[config.mk]
export PLATFORM = sky130hd
export DESIGN_NAME = priority_task_scheduler
export DESIGN_NICKNAME = d
export VERILOG_FILES = /design/src/design/pts_pkg.sv /design/src/design/pts_prio_enc.sv /design/src/design/priority_task_scheduler.sv
export SDC_FILE = /design/constraint.sdc
export NUM_CORES = 2
export LEC_CHECK = 0
export ABC_AREA = 1
export BUFFER_PORTS_ARGS = -buffer_cell sky130_fd_sc_hd__buf_2
export CORE_ASPECT_RATIO = 1.5
export CORE_MARGIN = 2
export CORE_UTILIZATION = 57
export CTS_CLUSTER_DIAMETER = 30
export DETAILED_ROUTE_END_ITERATION = 8
export PLACE_DENSITY_LB_ADDON = 0.12
export SLEW_MARGIN = 10
export SYNTH_ARGS = -nofsm -noshare
export SYNTH_HDL_FRONTEND = slang
export SYNTH_HIERARCHICAL = 1
export SYNTH_SLANG_ARGS = --single-unit
export TNS_END_PERCENT = 20
[constraint.sdc]
create_clock -name i_clk -period 4.95 [get_ports i_clk]
set_input_delay 0.99 -clock i_clk [delete_from_list [all_inputs] [get_ports i_clk]]
set_output_delay 0.99 -clock i_clk [all_outputs]
set_load 0.01 [all_outputs]
[src/design/pts_pkg.sv]
package pts_pkg;

    typedef struct packed {
        logic [2:0]  command;
        logic [4:0]  task_id;
        logic [4:0]  priority_req;
        logic [15:0] slice_ticks;
        logic [15:0] sleep_ticks;
    } t_pts_req;

    typedef struct packed {
        logic [4:0] running_task;
        logic       switched;
        logic       none_ready;
        logic       status;
    } t_pts_res;

    localparam logic [2:0] CMD_CREATE = 3'd0;
    localparam logic [2:0] CMD_START  = 3'd1;
    localparam logic [2:0] CMD_LAUNCH = 3'd2;
    localparam logic [2:0] CMD_TICK   = 3'd3;
    localparam logic [2:0] CMD_DELAY  = 3'd4;
    localparam logic [2:0] CMD_BLOCK  = 3'd5;

    localparam logic [2:0] MODE_STOP  = 3'd0;
    localparam logic [2:0] MODE_READY = 3'd1;
    localparam logic [2:0] MODE_RUN   = 3'd2;
    localparam logic [2:0] MODE_DELAY = 3'd3;
    localparam logic [2:0] MODE_BLOCK = 3'd4;

    localparam int INIT_DELAY = 10;

endpackage

[src/design/pts_prio_enc.sv]
module pts_prio_enc #(
    parameter int N = 32
) (
    input  logic [N-1:0]                     i_bits,
    output logic [((N > 1) ? $clog2(N) : 1)-1:0] o_idx
);
    localparam int W = (N > 1) ? $clog2(N) : 1;

    // Lowest set bit wins: it is the highest priority.
    always_comb begin
        o_idx = '0;
        for (int i = N - 1; i >= 0; i--) begin
            if (i_bits[i]) begin
                o_idx = W'(i);
            end
        end
    end

endmodule

[src/design/priority_task_scheduler.sv]
// Priority task scheduler. A request is taken when start is high and busy is
// low; exactly one result follows, shown for a single cycle with o_done high,
// and the receiver cannot stall it. All task and list state sits in two
// one-port-read, one-port-write memories (a task table and a per-priority
// head/tail table), so every request is a read-modify-write sequence through
// the task table port. A tick decrements the running task's slice, walks the
// delay list through the task table port and moves each task whose delay
// expires to its ready list; it reschedules when the slice runs out or when
// no task runs but one is ready. A delay or block unlinks the running task
// from its ready list and reschedules. No clearing pass is needed after reset.
module priority_task_scheduler #(
    parameter int NUM_TASKS      = 32,
    parameter int NUM_PRIORITIES = 32,
    parameter int COUNT_BITS     = 16
) (
    input  logic               i_clk,
    input  logic               i_rst_n,
    input  logic               start,
    input  pts_pkg::t_pts_req  i_req,
    output logic               busy,
    output logic               o_done,
    output pts_pkg::t_pts_res  o_res
);
    import pts_pkg::*;

    localparam int TA = (NUM_TASKS > 1) ? $clog2(NUM_TASKS) : 1;
    localparam int TW = $clog2(NUM_TASKS + 1);
    localparam int PA = (NUM_PRIORITIES > 1) ? $clog2(NUM_PRIORITIES) : 1;
    localparam int NP = NUM_PRIORITIES;
    localparam int CB = COUNT_BITS;

    localparam logic [TW-1:0] LIST_END = TW'(NUM_TASKS);
    localparam logic [32:0]   CMAX     = (33'd1 << COUNT_BITS) - 33'd1;
    localparam logic [NP-1:0] ONE_P    = NP'(1);

    localparam logic [4:0] S_IDLE    = 5'd0;
    localparam logic [4:0] S_ID_RD   = 5'd1;
    localparam logic [4:0] S_PU0     = 5'd2;
    localparam logic [4:0] S_PU1     = 5'd3;
    localparam logic [4:0] S_LA_CUR  = 5'd4;
    localparam logic [4:0] S_LA_CUR2 = 5'd5;
    localparam logic [4:0] S_TK_CUR  = 5'd6;
    localparam logic [4:0] S_TK_DLY0 = 5'd7;
    localparam logic [4:0] S_TK_DN   = 5'd8;
    localparam logic [4:0] S_TK_DR   = 5'd9;
    localparam logic [4:0] S_TK_PV   = 5'd10;
    localparam logic [4:0] S_TK_NX   = 5'd11;
    localparam logic [4:0] S_TK_END  = 5'd12;
    localparam logic [4:0] S_CK_CUR  = 5'd13;
    localparam logic [4:0] S_CK_FIN  = 5'd14;
    localparam logic [4:0] S_UL0     = 5'd15;
    localparam logic [4:0] S_UL1     = 5'd16;
    localparam logic [4:0] S_UL2     = 5'd17;
    localparam logic [4:0] S_UL3     = 5'd18;
    localparam logic [4:0] S_SC0     = 5'd19;
    localparam logic [4:0] S_SC1     = 5'd20;
    localparam logic [4:0] S_SC2     = 5'd21;
    localparam logic [4:0] S_SC3     = 5'd22;
    localparam logic [4:0] S_SC3B    = 5'd23;
    localparam logic [4:0] S_SC4     = 5'd24;
    localparam logic [4:0] S_SC5     = 5'd25;
    localparam logic [4:0] S_SC6     = 5'd26;
    localparam logic [4:0] S_SC7     = 5'd27;
    localparam logic [4:0] S_DONE    = 5'd28;

    typedef struct packed {
        logic [PA-1:0] prio;
        logic [CB-1:0] slice;
        logic [CB-1:0] sleft;
        logic [CB-1:0] dleft;
        logic [2:0]    mode;
        logic [TA-1:0] rnext;
        logic [TW-1:0] dnext;
    } t_trec;

    typedef struct packed {
        logic [TA-1:0] head;
        logic [TA-1:0] tail;
    } t_pent;

    function automatic logic [CB-1:0] f_sat(input logic [15:0] v);
        logic [32:0] w;
        begin
            w = 33'(v);
            if (w == 33'd0) begin
                f_sat = CB'(1);
            end else if (w > CMAX) begin
                f_sat = CMAX[CB-1:0];
            end else begin
                f_sat = w[CB-1:0];
            end
        end
    endfunction

    // Memories
    t_trec r_tmem [NUM_TASKS];
    t_pent r_pmem [NUM_PRIORITIES];
    logic [NUM_TASKS-1:0] r_tvalid;
    t_trec r_tq;
    logic  r_tqv;
    t_pent r_pq;

    logic          w_twe;
    logic [TA-1:0] w_twa;
    t_trec         w_twd;
    logic [TA-1:0] w_tra;
    logic          w_pwe;
    logic [PA-1:0] w_pwa;
    t_pent         w_pwd;
    logic [PA-1:0] w_pra;
    t_trec         w_trd;

    // Control and working registers
    logic [4:0]    r_state, n_state;
    logic [4:0]    r_ret, n_ret;
    t_pts_req      r_req, n_req;
    logic [TA-1:0] r_cur, n_cur;
    logic          r_cvalid, n_cvalid;
    logic [NP-1:0] r_bits, n_bits;
    logic [TW-1:0] r_dhead, n_dhead;
    logic          r_was_valid, n_was_valid;
    logic [TA-1:0] r_was_task, n_was_task;
    logic          r_ign, n_ign;
    logic [TA-1:0] r_t, n_t;
    t_trec         r_rec, n_rec;
    logic [TA-1:0] r_head, n_head;
    logic [TA-1:0] r_tail, n_tail;
    logic [TA-1:0] r_uprev, n_uprev;
    logic [TW-1:0] r_dprev, n_dprev;
    logic [TW-1:0] r_n, n_n;
    logic [TW-1:0] r_nx, n_nx;
    logic [TW-1:0] r_steps, n_steps;
    logic [TA-1:0] r_top, n_top;
    logic [PA-1:0] r_p, n_p;

    logic [PA-1:0] w_top_p;
    logic [6:0]    w_in_id7;
    logic          w_in_ok;
    logic [TA-1:0] w_in_idx;
    logic [4:0]    w_pr5;
    logic [PA-1:0] w_pr;
    logic [6:0]    w_cur7;
    t_trec         v_rec;

    pts_prio_enc #(.N(NP)) u_enc (
        .i_bits (r_bits),
        .o_idx  (w_top_p)
    );

    always_ff @(posedge i_clk) begin
        if (w_twe) begin
            r_tmem[w_twa] <= w_twd;
        end
        r_tq  <= (w_twe && (w_twa == w_tra)) ? w_twd : r_tmem[w_tra];
        r_tqv <= r_tvalid[w_tra] | (w_twe && (w_twa == w_tra));
        if (w_pwe) begin
            r_pmem[w_pwa] <= w_pwd;
        end
        r_pq <= (w_pwe && (w_pwa == w_pra)) ? w_pwd : r_pmem[w_pra];
    end

    // An entry never written reads as a freshly reset, stopped task.
    assign w_trd = r_tqv ? r_tq : '0;

    assign w_in_id7 = 7'(i_req.task_id);
    assign w_in_ok  = w_in_id7 < 7'(NUM_TASKS);
    assign w_in_idx = w_in_id7[TA-1:0];
    assign w_pr5    = (r_req.priority_req > 5'(NUM_PRIORITIES - 1)) ?
                      5'(NUM_PRIORITIES - 1) : r_req.priority_req;
    assign w_pr     = w_pr5[PA-1:0];

    always_comb begin
        n_state     = r_state;
        n_ret       = r_ret;
        n_req       = r_req;
        n_cur       = r_cur;
        n_cvalid    = r_cvalid;
        n_bits      = r_bits;
        n_dhead     = r_dhead;
        n_was_valid = r_was_valid;
        n_was_task  = r_was_task;
        n_ign       = r_ign;
        n_t         = r_t;
        n_rec       = r_rec;
        n_head      = r_head;
        n_tail      = r_tail;
        n_uprev     = r_uprev;
        n_dprev     = r_dprev;
        n_n         = r_n;
        n_nx        = r_nx;
        n_steps     = r_steps;
        n_top       = r_top;
        n_p         = r_p;
        w_twe       = 1'b0;
        w_twa       = r_t;
        w_twd       = r_rec;
        w_tra       = r_t;
        w_pwe       = 1'b0;
        w_pwa       = r_p;
        w_pwd       = '0;
        w_pra       = r_p;
        v_rec       = w_trd;

        case (r_state)
            S_IDLE: begin
                if (start) begin
                    n_req       = i_req;
                    n_was_valid = r_cvalid;
                    n_was_task  = r_cur;
                    n_ign       = 1'b0;
                    case (i_req.command)
                        CMD_CREATE, CMD_START, CMD_LAUNCH: begin
                            if (w_in_ok) begin
                                w_tra   = w_in_idx;
                                n_t     = w_in_idx;
                                n_state = S_ID_RD;
                            end else begin
                                n_ign   = 1'b1;
                                n_state = S_DONE;
                            end
                        end
                        CMD_TICK: begin
                            w_tra   = r_cur;
                            n_state = r_cvalid ? S_TK_CUR : S_TK_DLY0;
                        end
                        CMD_DELAY, CMD_BLOCK: begin
                            if (r_cvalid) begin
                                w_tra   = r_cur;
                                n_state = S_CK_CUR;
                            end else begin
                                n_ign   = 1'b1;
                                n_state = S_DONE;
                            end
                        end
                        default: begin
                            n_ign   = 1'b1;
                            n_state = S_DONE;
                        end
                    endcase
                end
            end

            S_ID_RD: begin
                case (r_req.command)
                    CMD_CREATE: begin
                        if (v_rec.mode == MODE_READY || v_rec.mode == MODE_RUN ||
                            v_rec.mode == MODE_DELAY) begin
                            n_ign = 1'b1;
                        end else begin
                            v_rec.prio  = w_pr;
                            v_rec.slice = f_sat(r_req.slice_ticks);
                            v_rec.sleft = f_sat(r_req.slice_ticks);
                            v_rec.dleft = CB'(INIT_DELAY);
                            v_rec.mode  = MODE_STOP;
                            w_twe       = 1'b1;
                            w_twd       = v_rec;
                        end
                        n_state = S_DONE;
                    end
                    CMD_START: begin
                        if (v_rec.mode != MODE_STOP && v_rec.mode != MODE_BLOCK) begin
                            n_ign   = 1'b1;
                            n_state = S_DONE;
                        end else begin
                            v_rec.mode = MODE_READY;
                            n_rec      = v_rec;
                            n_ret      = S_DONE;
                            n_state    = S_PU0;
                        end
                    end
                    default: begin
                        if (v_rec.mode == MODE_DELAY) begin
                            n_ign   = 1'b1;
                            n_state = S_DONE;
                        end else if (v_rec.mode != MODE_READY && v_rec.mode != MODE_RUN) begin
                            v_rec.mode = MODE_RUN;
                            n_rec      = v_rec;
                            n_ret      = S_LA_CUR;
                            n_state    = S_PU0;
                        end else begin
                            v_rec.mode = MODE_RUN;
                            w_twe      = 1'b1;
                            w_twd      = v_rec;
                            n_state    = S_LA_CUR;
                        end
                    end
                endcase
            end

            // Push r_t onto the head of its ready list.
            S_PU0: begin
                w_pra   = r_rec.prio;
                n_p     = r_rec.prio;
                n_state = S_PU1;
            end

            S_PU1: begin
                v_rec = r_rec;
                if (r_bits[r_p]) begin
                    v_rec.rnext = r_pq.head;
                end
                w_twe      = 1'b1;
                w_twa      = r_t;
                w_twd      = v_rec;
                w_pwe      = 1'b1;
                w_pwa      = r_p;
                w_pwd.head = r_t;
                w_pwd.tail = r_bits[r_p] ? r_pq.tail : r_t;
                n_bits     = r_bits | (ONE_P << r_p);
                n_state    = r_ret;
            end

            S_LA_CUR: begin
                if (r_cvalid && (r_cur != r_t)) begin
                    w_tra   = r_cur;
                    n_state = S_LA_CUR2;
                end else begin
                    n_cur    = r_t;
                    n_cvalid = 1'b1;
                    n_state  = S_DONE;
                end
            end

            S_LA_CUR2: begin
                if (v_rec.mode == MODE_RUN) begin
                    v_rec.mode = MODE_READY;
                    w_twe      = 1'b1;
                    w_twa      = r_cur;
                    w_twd      = v_rec;
                end
                n_cur    = r_t;
                n_cvalid = 1'b1;
                n_state  = S_DONE;
            end

            S_TK_CUR: begin
                n_state = S_TK_DLY0;
                if (v_rec.mode == MODE_RUN) begin
                    w_twe = 1'b1;
                    w_twa = r_cur;
                    if (v_rec.sleft[CB-1:1] == '0) begin
                        v_rec.sleft = v_rec.slice;
                        v_rec.mode  = MODE_READY;
                        n_ret       = S_TK_DLY0;
                        n_state     = S_SC0;
                    end else begin
                        v_rec.sleft = v_rec.sleft - CB'(1);
                    end
                    w_twd = v_rec;
                end
            end

            S_TK_DLY0: begin
                n_n     = r_dhead;
                n_dprev = LIST_END;
                n_steps = '0;
                n_state = S_TK_DN;
            end

            S_TK_DN: begin
                if ((r_n < LIST_END) && (r_steps < LIST_END)) begin
                    w_tra   = r_n[TA-1:0];
                    n_state = S_TK_DR;
                end else begin
                    n_state = S_TK_END;
                end
            end

            S_TK_DR: begin
                n_nx    = v_rec.dnext;
                n_steps = r_steps + TW'(1);
                if (v_rec.dleft[CB-1:1] == '0) begin
                    v_rec.dleft = '0;
                    v_rec.mode  = MODE_READY;
                    n_t         = r_n[TA-1:0];
                    n_rec       = v_rec;
                    n_ret       = S_TK_NX;
                    if (r_dprev == LIST_END) begin
                        n_dhead = v_rec.dnext;
                        n_state = S_PU0;
                    end else begin
                        w_tra   = r_dprev[TA-1:0];
                        n_state = S_TK_PV;
                    end
                end else begin
                    v_rec.dleft = v_rec.dleft - CB'(1);
                    w_twe       = 1'b1;
                    w_twa       = r_n[TA-1:0];
                    w_twd       = v_rec;
                    n_dprev     = r_n;
                    n_n         = v_rec.dnext;
                    n_state     = S_TK_DN;
                end
            end

            S_TK_PV: begin
                v_rec.dnext = r_nx;
                w_twe       = 1'b1;
                w_twa       = r_dprev[TA-1:0];
                w_twd       = v_rec;
                n_state     = S_PU0;
            end

            S_TK_NX: begin
                n_n     = r_nx;
                n_state = S_TK_DN;
            end

            S_TK_END: begin
                if (!r_cvalid && (r_bits != '0)) begin
                    n_ret   = S_DONE;
                    n_state = S_SC0;
                end else begin
                    n_state = S_DONE;
                end
            end

            S_CK_CUR: begin
                if (v_rec.mode != MODE_RUN) begin
                    n_ign   = 1'b1;
                    n_state = S_DONE;
                end else begin
                    n_t     = r_cur;
                    n_rec   = v_rec;
                    n_ret   = S_CK_FIN;
                    n_state = S_UL0;
                end
            end

            // Unlink r_t from its ready list.
            S_UL0: begin
                n_p = r_rec.prio;
                if (!r_bits[r_rec.prio]) begin
                    n_state = r_ret;
                end else begin
                    w_pra   = r_rec.prio;
                    n_state = S_UL1;
                end
            end

            S_UL1: begin
                n_head = r_pq.head;
                n_tail = r_pq.tail;
                if (r_pq.head == r_t) begin
                    if (r_pq.tail == r_t) begin
                        n_bits = r_bits & ~(ONE_P << r_p);
                    end else begin
                        w_pwe      = 1'b1;
                        w_pwd.head = r_rec.rnext;
                        w_pwd.tail = r_pq.tail;
                    end
                    n_state = r_ret;
                end else begin
                    n_uprev = r_pq.head;
                    n_steps = '0;
                    n_state = S_UL2;
                end
            end

            S_UL2: begin
                if ((r_steps < LIST_END) && (r_uprev != r_tail)) begin
                    w_tra   = r_uprev;
                    n_state = S_UL3;
                end else begin
                    n_state = r_ret;
                end
            end

            S_UL3: begin
                if (v_rec.rnext == r_t) begin
                    v_rec.rnext = r_rec.rnext;
                    w_twe       = 1'b1;
                    w_twa       = r_uprev;
                    w_twd       = v_rec;
                    if (r_tail == r_t) begin
                        w_pwe      = 1'b1;
                        w_pwd.head = r_head;
                        w_pwd.tail = r_uprev;
                    end
                    n_state = r_ret;
                end else begin
                    n_uprev = v_rec.rnext;
                    n_steps = r_steps + TW'(1);
                    n_state = S_UL2;
                end
            end

            S_CK_FIN: begin
                v_rec = r_rec;
                if (r_req.command == CMD_DELAY) begin
                    v_rec.dleft = f_sat(r_req.sleep_ticks);
                    v_rec.mode  = MODE_DELAY;
                    v_rec.dnext = r_dhead;
                    n_dhead     = TW'(r_cur);
                end else begin
                    v_rec.mode = MODE_BLOCK;
                end
                w_twe   = 1'b1;
                w_twa   = r_cur;
                w_twd   = v_rec;
                n_ret   = S_DONE;
                n_state = S_SC0;
            end

            // Reschedule: rotate the running task's list, then dispatch the top.
            S_SC0: begin
                if (r_cvalid) begin
                    w_tra   = r_cur;
                    n_state = S_SC1;
                end else begin
                    n_state = S_SC4;
                end
            end

            S_SC1: begin
                n_p = v_rec.prio;
                if (!r_bits[v_rec.prio]) begin
                    n_state = S_SC4;
                end else begin
                    w_pra   = v_rec.prio;
                    n_state = S_SC2;
                end
            end

            S_SC2: begin
                if (r_pq.head == r_pq.tail) begin
                    n_state = S_SC4;
                end else begin
                    n_head  = r_pq.head;
                    n_tail  = r_pq.tail;
                    w_tra   = r_pq.head;
                    n_state = S_SC3;
                end
            end

            S_SC3: begin
                w_pwe      = 1'b1;
                w_pwd.head = v_rec.rnext;
                w_pwd.tail = r_head;
                w_tra      = r_tail;
                n_state    = S_SC3B;
            end

            S_SC3B: begin
                v_rec.rnext = r_head;
                w_twe       = 1'b1;
                w_twa       = r_tail;
                w_twd       = v_rec;
                n_state     = S_SC4;
            end

            S_SC4: begin
                if (r_bits == '0) begin
                    n_cvalid = 1'b0;
                    n_state  = r_ret;
                end else begin
                    w_pra   = w_top_p;
                    n_state = S_SC5;
                end
            end

            S_SC5: begin
                n_top = r_pq.head;
                if (r_cvalid && (r_cur != r_pq.head)) begin
                    w_tra   = r_cur;
                    n_state = S_SC6;
                end else begin
                    w_tra   = r_pq.head;
                    n_state = S_SC7;
                end
            end

            S_SC6: begin
                if (v_rec.mode == MODE_RUN) begin
                    v_rec.mode = MODE_READY;
                    w_twe      = 1'b1;
                    w_twa      = r_cur;
                    w_twd      = v_rec;
                end
                w_tra   = r_top;
                n_state = S_SC7;
            end

            S_SC7: begin
                v_rec.mode = MODE_RUN;
                w_twe      = 1'b1;
                w_twa      = r_top;
                w_twd      = v_rec;
                n_cur      = r_top;
                n_cvalid   = 1'b1;
                n_state    = r_ret;
            end

            S_DONE: begin
                n_state = S_IDLE;
            end

            default: begin
                n_state = S_IDLE;
            end
        endcase
    end

    always_ff @(posedge i_clk) begin
        if (!i_rst_n) begin
            r_state  <= S_IDLE;
            r_cvalid <= 1'b0;
            r_cur    <= '0;
            r_bits   <= '0;
            r_dhead  <= LIST_END;
            r_tvalid <= '0;
        end else begin
            r_state  <= n_state;
            r_cvalid <= n_cvalid;
            r_cur    <= n_cur;
            r_bits   <= n_bits;
            r_dhead  <= n_dhead;
            if (w_twe) begin
                r_tvalid[w_twa] <= 1'b1;
            end
        end
    end

    always_ff @(posedge i_clk) begin
        r_ret       <= n_ret;
        r_req       <= n_req;
        r_was_valid <= n_was_valid;
        r_was_task  <= n_was_task;
        r_ign       <= n_ign;
        r_t         <= n_t;
        r_rec       <= n_rec;
        r_head      <= n_head;
        r_tail      <= n_tail;
        r_uprev     <= n_uprev;
        r_dprev     <= n_dprev;
        r_n         <= n_n;
        r_nx        <= n_nx;
        r_steps     <= n_steps;
        r_top       <= n_top;
        r_p         <= n_p;
    end

    assign w_cur7 = 7'(r_cur);
    assign busy   = (r_state != S_IDLE);
    assign o_done = (r_state == S_DONE);

    always_comb begin
        o_res.running_task = r_cvalid ? w_cur7[4:0] : 5'd0;
        o_res.switched     = (r_was_valid != r_cvalid) ||
                             (r_cvalid && (r_was_task != r_cur));
        o_res.none_ready   = (r_bits == '0);
        o_res.status       = r_ign;
    end

endmodule
==> metrics <==
status=finished, final reports clean; async set-reset flop share out of synthesis=0; Mean Syn Cell Area=11.4 um2; Cell Area, Placed=126000 um2; dpl cells=13000; Iter 0 DRT Violations=11300; top-count cell post-synth=edfxtp_1; Yosys top cell by area=edfxtp_1; # rows=202; Post-CTS Setup Inserts=0; H-tree levels=5; post-route cell area=139000 um2; final-report max-slew violation count=0; Via density=6.41; Core Area=202000 um2; die width=372 um; Synth Instances=10200; slowest cell on the critical path=o211ai_1; crit path max fanout=144; port bufs=57; pre-CTS setup slack=88.3 ps; Die Area=207000 um2; Syn-to-layout area delta=20.2%; critical path arrival=5670 ps; Synth top area share=0.682; Crit Path Class=flip-flop to flip-flop; Slew @ Worst Pin=1210 ps; I/O pin count=58; Finished Layout Cells=13700; RSZ-0062 raised after global routing=yes; final layout net count=10800; CTS max path bufs=4; static leakage=49.4 nW; delay of the slowest critical-path stage=670 ps; grt total ovfl=0; Final Hold Viols=0; root buffer cell=clkbuf_16; Post-Route WL=401000 um; # clock sinks=2729; Initial Utilization=0.574; share of cells above drive strength 1=0.148; vias=88100; CTS tree=done; slack of the critical path=16.4 ps; final setup vio count=0; Layout Skew=49.7 ps; die height=557 um; Pwr Density=696 nW/um2; Max Cap Viol=0; DP HPWL=253000 um; Cell Chain, Critical Path=buf_12, buf_16, o21ai_1, nor2_1, a21oi_1, a21oi_1, o21ai_1, nand3_1, nand2_1, inv_1, o21ai_1, nand2_1, nand2_2, buf_4, inv_2, o21ai_2, nor2_1, inv_1, nand2_1, buf_4, nor2_1, o211ai_1, buf_12; WL per Instance=29.2 um; Hold Path Class=primary input to flip-flop; top_reg_cell synth=edfxtp_1; vias in the first global route=85500; overall global routing resource usage=0.382; Routed Antenna Nets=0; Area contributors post-synth=edfxtp_1, nand2_1, o21ai_0; post-route clock period utilization=0.997; Mapped Area=116000 um2; synthesized net count=10300; Yosys cell types=67; CP startpoint kind=flip-flop; 1st-pass router iterations=7; initial antenna violation count=7; Data required, critical path=5680 ps; Clk pin slew, worst setup/hold paths=60 ps; Yosys reg bits=2729; worst-skew pair later-pin latency=900 ps; post-synthesis sequential area ratio=0.698; YS warnings=6; VDD IR max=500 uV; largest net degree at the start of global routing=145; first-pass GRT wire length=575000 um; min Tclk post-route=4930 ps; DRC=0; GPL Wtd Cong=1.00; CTS Buf Count=409; Fmax achieved=0.203 GHz; commonest cells in the netlist=edfxtp_1, nand2_1, nor2_1; Relative slew margins=0.191; Worst setup EP type=flip-flop; Post-synth EDFFs=2637
[metrics by stage]
| stage | hold WS, ps | setup TNS, ps | utilization | power (mW) |
|---|---|---|---|---|
| floorplan | 406 | 0 | - | 52.2 |
| global placement | 445 | 0 | 0.621 | 67.2 |
| detailed placement | 451 | 0 | 0.621 | 67.7 |
| CTS | 259 | 0 | 0.689 | 96.4 |
| global route | 277 | -56510 | 0.690 | 101 |
| finish | 287 | 0 | 0.690 | 97.1 |
[where the power goes]
| group | total [mW] | leakage (nW) | switching [mW] | internal, mW |
|---|---|---|---|---|
| sequential | 30.9 | 24.1 | 0.730 | 30.2 |
| clock | 28.8 | 6.67 | 11.3 | 17.5 |
| combinational | 37.4 | 18.7 | 26.9 | 10.5 |
[layout make-up]
| class | count | area (um2) |
|---|---|---|
| inverters | 453 | 1820 |
| multi-input cells | 6408 | 30700 |
| clock buffers | 447 | 10400 |
| clock inverters | 317 | 3380 |
| flip-flops and latches | 2729 | 81100 |
| diodes | 3 | 7.51 |
| fillers | 14700 | 62800 |
| repair buffers | 738 | 8690 |
| well taps | 2652 | 3320 |
[worst paths after layout]
| kind | from | cells past startpoint | endpoint | slack (ps) |
|---|---|---|---|---|
| setup reg to reg | flip-flop | 23 | r_tmem[31][38] | 20 |
| setup / recovery | flip-flop | 23 | r_tmem[31][38] | 20 |
| hold / removal | i_req[32] | 1 | r_req[32] | 290 |
| hold reg to reg | r_tvalid[28] | 2 | r_tvalid[28] | 460 |
[worst max-delay path: cells and delay by family, from the launching register on]
kind | cells | cell delay, ps
simple gates | 8 | 1080
flops | 1 | 460
compound gates | 7 | 1550
buf+inv | 8 | 1600
[layer usage]
layer | part of all wire | vias up | global-route usage
met3 | 0.095 | 1320 | 0.0704
met1 | 0.35 | 43200 | 0.471
met4 | 0.074 | 10 | 0.245
li1 | - | 38200 | -
met2 | 0.48 | 5438 | 0.621
met5 | 0.00025 | - | 0.00119
[state kept, by name, summed over array words and instances (netlist names), 32 cells and up, named ones only]
name      cells
r_pmem      320
r_rec        67
r_req        40
r_tmem     2144
r_tvalid     32
[cell families after synthesis]
kind of cell               Yosys count  synth area share
xor gates and xnor gates            30           0.00226
DFF                               2729             0.698
buffers and inverters             1079            0.0406
adders and majority gates            3          0.000324
and+or+nand+nor                   4165             0.149
AOI/OAI and AO/OA                 2210             0.109
[placed cells by master (no fill, tap or decap), drive strengths merged, types with 21 or more instances in the layout]
master,synthesis,layout
edfxtp,2637,2637
nand2,1770,1770
nor2,1312,1312
o21ai,1225,1225
nand3,944,944
buf,323,738
inv,439,548
clkbuf,303,447
o22ai,438,438
a21oi,232,232
clkinv,14,143
dfxtp,92,92
o221ai,75,75
nor3,61,61
o211ai,58,58
clkinvlp,0,44
nand4,36,36
bufinv,0,35
o2111ai,32,32
nor4,30,30
xor2,25,25
a22oi,25,25
a31oi,25,25
a211oi,21,21
[timing repair]
item,4_1_cts,5_1_grt
gates resized for setup,0,6
hold buffers,0,0
setup endpoints to repair,0,1958
No activity file was read; power rests on OpenSTA's default activity.
